===== config.mk =====
export PLATFORM = sky130hd
export DESIGN_NAME = rc4_key_store
export DESIGN_NICKNAME = d
export VERILOG_FILES = /design/src/rtl/rc4_pkg.sv /design/src/rtl/rc4_key_store.sv
export SDC_FILE = /design/constraint.sdc
export NUM_CORES = 2
export LEC_CHECK = 0
export BUFFER_PORTS_ARGS = -buffer_cell sky130_fd_sc_hd__buf_2
export CORE_MARGIN = 2
export CORE_UTILIZATION = 60
export CTS_CLUSTER_SIZE = 16
export DETAILED_ROUTE_END_ITERATION = 10
export HOLD_SLACK_MARGIN = 0.03
export PLACE_DENSITY_LB_ADDON = 0.15
export SETUP_SLACK_MARGIN = 0.15
export SLEW_MARGIN = 20
export SYNTH_ARGS = -nofsm -noshare
export SYNTH_HDL_FRONTEND = slang
export SYNTH_SLANG_ARGS = --single-unit

===== constraint.sdc =====
create_clock -name clk_i -period 10.7 [get_ports clk_i]
set_clock_uncertainty 0.05 [all_clocks]
set_input_delay 0.535 -clock clk_i [delete_from_list [all_inputs] [get_ports clk_i]]
set_output_delay 0.535 -clock clk_i [all_outputs]
set_load 0.01 [all_outputs]

===== src/rtl/rc4_pkg.sv =====
// ----------------------------------------------------------------------------
// rc4_pkg
// Shared types and constants for the RC4 cipher engine.
// ----------------------------------------------------------------------------
package rc4_pkg;

  localparam int unsigned SBOX_DEPTH      = 256;
  localparam int unsigned BYTE_W          = 8;
  localparam int unsigned KEY_LEN_W       = 9;
  localparam int unsigned KEY_MAX_DEFAULT = 256;
  localparam logic [KEY_LEN_W-1:0] KEY_LEN_RESET = 9'd16;

  localparam logic OP_KEY  = 1'b0;
  localparam logic OP_DATA = 1'b1;

  typedef enum logic [3:0] {
    ST_IDLE,
    ST_FILL,
    ST_KS_RDA,
    ST_KS_RDB,
    ST_KS_SW,
    ST_KS_WB,
    ST_PR_I,
    ST_PR_J,
    ST_PR_SW,
    ST_PR_KS,
    ST_PR_OUT,
    ST_EMIT
  } state_e;

  // sequencer -> key store
  typedef struct packed {
    logic              load;    // key byte accepted
    logic [BYTE_W-1:0] kbyte;
    logic              rd_rst;  // restart cyclic key pointer
    logic              rd_adv;  // step cyclic key pointer
  } key_cmd_t;

  // key store -> sequencer
  typedef struct packed {
    logic              sched;   // key complete, run schedule
    logic [BYTE_W-1:0] kbyte;   // registered key byte at pointer
  } key_sts_t;

endpackage


===== src/rtl/rc4_key_store.sv =====
// ----------------------------------------------------------------------------
// rc4_key_store
// Key byte memory, fill count and cyclic read pointer used by the schedule.
// ----------------------------------------------------------------------------
module rc4_key_store import rc4_pkg::*; #(
  parameter int unsigned KEY_MAX_BYTES = KEY_MAX_DEFAULT
) (
  input  logic                 clk_i,
  input  logic                 rst_ni,
  input  logic [KEY_LEN_W-1:0] key_len_i,
  input  key_cmd_t             cmd_i,
  output key_sts_t             sts_o
);

  localparam int unsigned KCW = $clog2(KEY_MAX_BYTES + 1);
  localparam int unsigned KIW = $clog2(KEY_MAX_BYTES);

  logic [BYTE_W-1:0] mem [KEY_MAX_BYTES];
  logic [BYTE_W-1:0] rd_q;
  logic [KCW-1:0]    kc_q, kc_d;
  logic [KIW-1:0]    k_q, k_d;
  logic [KCW-1:0]    eff_len;
  logic [KCW-1:0]    kc_next;
  logic              store_ok;
  logic              sched;

  // clamp length into 1..KEY_MAX_BYTES
  always_comb begin
    if (key_len_i == '0) begin
      eff_len = KCW'(1);
    end else if (key_len_i > KEY_LEN_W'(KEY_MAX_BYTES)) begin
      eff_len = KCW'(KEY_MAX_BYTES);
    end else begin
      eff_len = key_len_i[KCW-1:0];
    end
  end

  assign store_ok = (kc_q < eff_len);
  assign kc_next  = store_ok ? kc_q + KCW'(1) : kc_q;
  assign sched    = cmd_i.load && (kc_next >= eff_len);

  always_comb begin
    kc_d = kc_q;
    if (cmd_i.load) begin
      kc_d = sched ? '0 : kc_next;
    end
  end

  always_comb begin
    k_d = k_q;
    if (cmd_i.rd_rst) begin
      k_d = '0;
    end else if (cmd_i.rd_adv) begin
      k_d = (KCW'(k_q) == eff_len - KCW'(1)) ? '0 : k_q + KIW'(1);
    end
  end

  always_ff @(posedge clk_i or negedge rst_ni) begin
    if (!rst_ni) begin
      kc_q <= '0;
      k_q  <= '0;
    end else begin
      kc_q <= kc_d;
      k_q  <= k_d;
    end
  end

  always_ff @(posedge clk_i) begin
    if (cmd_i.load && store_ok) begin
      mem[kc_q[KIW-1:0]] <= cmd_i.kbyte;
    end
    rd_q <= mem[k_q];
  end

  assign sts_o.sched = sched;
  assign sts_o.kbyte = rd_q;

`ifndef SYNTHESIS
  a_kc_bound: assert property (@(posedge clk_i) disable iff (!rst_ni)
    kc_q < KCW'(KEY_MAX_BYTES))
    else $error("key count out of range");

  a_ptr_bound: assert property (@(posedge clk_i) disable iff (!rst_ni)
    cmd_i.rd_adv |-> (KCW'(k_q) < eff_len))
    else $error("key pointer beyond key length");

  a_kc_clear: assert property (@(posedge clk_i) disable iff (!rst_ni)
    (cmd_i.load && sched) |=> (kc_q == '0))
    else $error("key count not cleared after schedule start");
`endif

endmodule


==> run_results.csv <==
group,metric,value,unit
floorplan,initial_core_util,0.6024,
timing,rsz0062_at_grt,"false",
synthesis,synth_area_per_cell,20.97,um2
placement,place_congestion,0.8588,
drt,wl,192900,um
timing,setup_viol,0,
pwr,ir_drop,0.1922,mV
hold_path,min_from,"cmd_i[9]",
drt,drc,0,
floorplan,die_w,372.1,um
global_route,overflow,0,
timing,fmax,186.2,MHz
clocking,cts.clk_slew.worst_paths,0.06,ns
worst_setup_path,r2r-end,"mem[237][6]",
synthesis,synth_edf_count,2048,
worst_setup_path,setup.worst_path.start,"kc_q[6]",
pwr,finalPower,17.23,mW
synthesis,synthesis.area,81300,um2
pwr,p_per_area,192.0,nW/um2
clocking,clock_latency,0.81,ns
clocking,htreeDepth,4,
drt,drt-initial-drc-count,4912,
worst_setup_path,r2r_cells,9,
drt,avgViaCountPerCell,6.680,
drt,first_pass_iters,6,
placement,dpl.hpwl,114600,um
hold_path,holdPathEnd,"mem[133][7]",
cells_and_area,syn_to_final_growth,10.39,%
drt,wire_per_inst,32.70,um
synthesis,yosysSeqAreaShare,0.7636,
synthesis,ys_ff_latch,2073,
pwr,p_leak,27.07,nW
job,maxCapViolCount,0,
worst_setup_path,crit_arrival,4.79,ns
worst_setup_path,cp_max_fo,15,
global_route,antenna_found_initial,4,
global_route,grt_pass1_wl,279800,um
floorplan,die_area,138500,um2
synthesis,synth-main-ff-cell,"edfxtp_1",
cells_and_area,final_core_util,0.6650,
floorplan,num_rows,135,
cells_and_area,most-common-layout-cells,"2048 x edfxtp_1, 471 x mux4_2, 285 x nor2_1",
worst_setup_path,setup.reg_to_reg.worst_slack,5.70,ns
worst_setup_path,endpoint_kind,"output pin",
cells_and_area,layout-drive-gt1-share,0.2325,
placement,io_buffers,30,
clocking,ctsResizeCount,0,
timing,final_max_slew_viol_count,0,
worst_setup_path,startpoint_type,"flip-flop",
cells_and_area,final_common_cell,"edfxtp_1",
global_route,grt_usage,0.2851,
synthesis,ys_warn_count,0,
clocking,clock-sinks,2073,
floorplan,die_y,372.1,um
timing,fin_crit,5.371,ns
clocking,root_buffer,"clkbuf_16",
timing,tightest_slew,1.239,ns
drt,ant_nets,0,
placement,detailed_place.area,83340,um2
cells_and_area,design_area,89750,um2
timing,hold_viol,0,
worst_setup_path,crit-reg2reg-launch,"kc_q[6]",
cells_and_area,fin_nets,4000,
timing,whs,0.07826,ns
clocking,clock_path_buffers,3,
timing,fin_crit_sh,0.5020,
drt,num_vias,39400,
floorplan,core_area,135000,um2
worst_setup_path,crit_type,"flip-flop to output pin",
clocking,cts_tree,"built",
outcome,status,"complete, no violations",
global_route,grt_max_degree,174,
timing,relSlewSlack,0.1708,
synthesis,synth_nets,3922,
global_route,grt_pass1_vias,39480,
worst_setup_path,required,10.12,ns
synthesis,synth_cell_types,61,
synthesis,syn_inst,3877,
synthesis,ys_async_sr_fraction,0.008201,
floorplan,pin_count,31,
timing,tns,0,ns
hold_path,hold_depth,1,
hold_path,min_path_type,"input port to flip-flop",
clocking,numCtsBuffers,200,
## routing by layer
layer | global-route usage | part of all wire | vias to the layer above
li1 | - | - | 16340
met5 | 0 | 0.00025 | -
met1 | 0.4104 | 0.40 | 20700
met3 | 0.07358 | 0.098 | 349
met2 | 0.4336 | 0.47 | 2009
met4 | 0.09414 | 0.031 | 8
## critical path: stages (launching register included)
cell and delay [ns]:
dfrtp_1 0.77, ha_1 0.36, a21o_1 0.16, a21o_1 0.17, a21oi_1 0.13, o211a_1 0.43
nand3_1 0.25, or3_1 0.39, nand2_1 0.09, ha_1 0.23, o21ai_0 0.18, nand2b_1 0.08
a21oi_1 0.14, a211oi_1 0.06, buf_4 0.21, nand2_1 0.11, inv_1 0.07, buf_2 0.14
## sequential cells by signal (all words and copies together) (netlist names)
| register | flops |
|---|---|
| k_q | 8 |
| kc_q | 9 |
| mem | 2048 |
| rd_q | 8 |
## how the worst max path moves through the flow
stage	endpoint	slack, ns
2_1_floorplan	sts_o[8]	6.11
3_3_place_gp	mem[236][0]	4.20
3_5_place_dp	mem[212][0]	5.38
4_1_cts	sts_o[8]	5.36
5_1_grt	sts_o[8]	5.08
6_report	sts_o[8]	5.33
## area by class of cell
cell class / count / area [um2]
Sequential cell: 2073 / 62100
Fill cell: 8582 / 45210
Multi-Input combinational cell: 1556 / 18080
Clock buffer: 262 / 5383
Tap cell: 1781 / 2228
Timing Repair Buffer: 112 / 972.2
Clock inverter: 102 / 935.9
Inverter: 12 / 46.29
Antenna cell: 1 / 2.502
## kinds of logic after synthesis
kind of cell | count (synthesis) | share of synthesized area
AO/OA/AOI/OAI | 294 | 0.02724
XOR/XNOR | 19 | 0.002047
adder cells (fa/ha/maj) | 23 | 0.003540
buffers and inverters | 248 | 0.01471
flip-flops | 2073 | 0.7636
multiplexers | 712 | 0.1611
AND/OR/NAND/NOR | 508 | 0.02772
## timing repair
action,4_1_cts,5_1_grt
hold buffers,4,0
buffers inserted,0,0
hold endpoints to repair,25,0
## through the flow
stage,cells,worst slack [ns]
floorplan,3877,6.111
global placement,5527,4.198
detailed placement,5528,5.379
CTS,5896,5.361
global route,5898,5.079
finish,5899,5.329
## report_power, final
group | internal [mW] | switching, mW | total (mW)
logic | 0.401 | 0.934 | 1.33
clock network | 3.91 | 2.92 | 6.84
registers | 8.99 | 0.0651 | 9.06
## cell usage after synthesis (3+ instances only)
master | instances | share of area
a311oi_1 | 7 | 0.00075
mux2i_1 | 179 | 0.022
a31oi_1 | 17 | 0.0013
edfxtp_1 | 2048 | 0.76
a22oi_1 | 50 | 0.0046
o21ai_0 | 11 | 0.00068
a221oi_1 | 34 | 0.0037
xor2_1 | 6 | 0.00065
mux2_2 | 62 | 0.0086
nand2b_1 | 10 | 0.00077
nand3_2 | 10 | 0.0012
a211oi_1 | 5 | 0.00046
buf_4 | 48 | 0.0044
buf_2 | 38 | 0.0023
buf_6 | 5 | 0.00069
dfxtp_1 | 8 | 0.0020
nand4_1 | 9 | 0.00069
a21oi_1 | 40 | 0.0025
ha_1 | 23 | 0.0035
nor3_1 | 15 | 0.00092
nor2b_1 | 14 | 0.0011
o2111ai_1 | 7 | 0.00075
a21o_1 | 12 | 0.0011
nand2_1 | 101 | 0.0047
o22ai_1 | 11 | 0.00085
or3_1 | 4 | 0.00031
nor4_1 | 17 | 0.0013
inv_1 | 12 | 0.00055
nand3_1 | 17 | 0.0010
buf_1 | 19 | 0.00088
mux4_2 | 471 | 0.13
xnor2_1 | 13 | 0.0014
nor2_1 | 289 | 0.013
or4b_2 | 3 | 0.00037
and2_1 | 7 | 0.00054
dfrtp_1 | 17 | 0.0052
clkbuf_1 | 126 | 0.0058
a22o_1 | 13 | 0.0014
o221ai_1 | 58 | 0.0062
o211ai_1 | 15 | 0.0014
(Power assumes the default switching activity.)
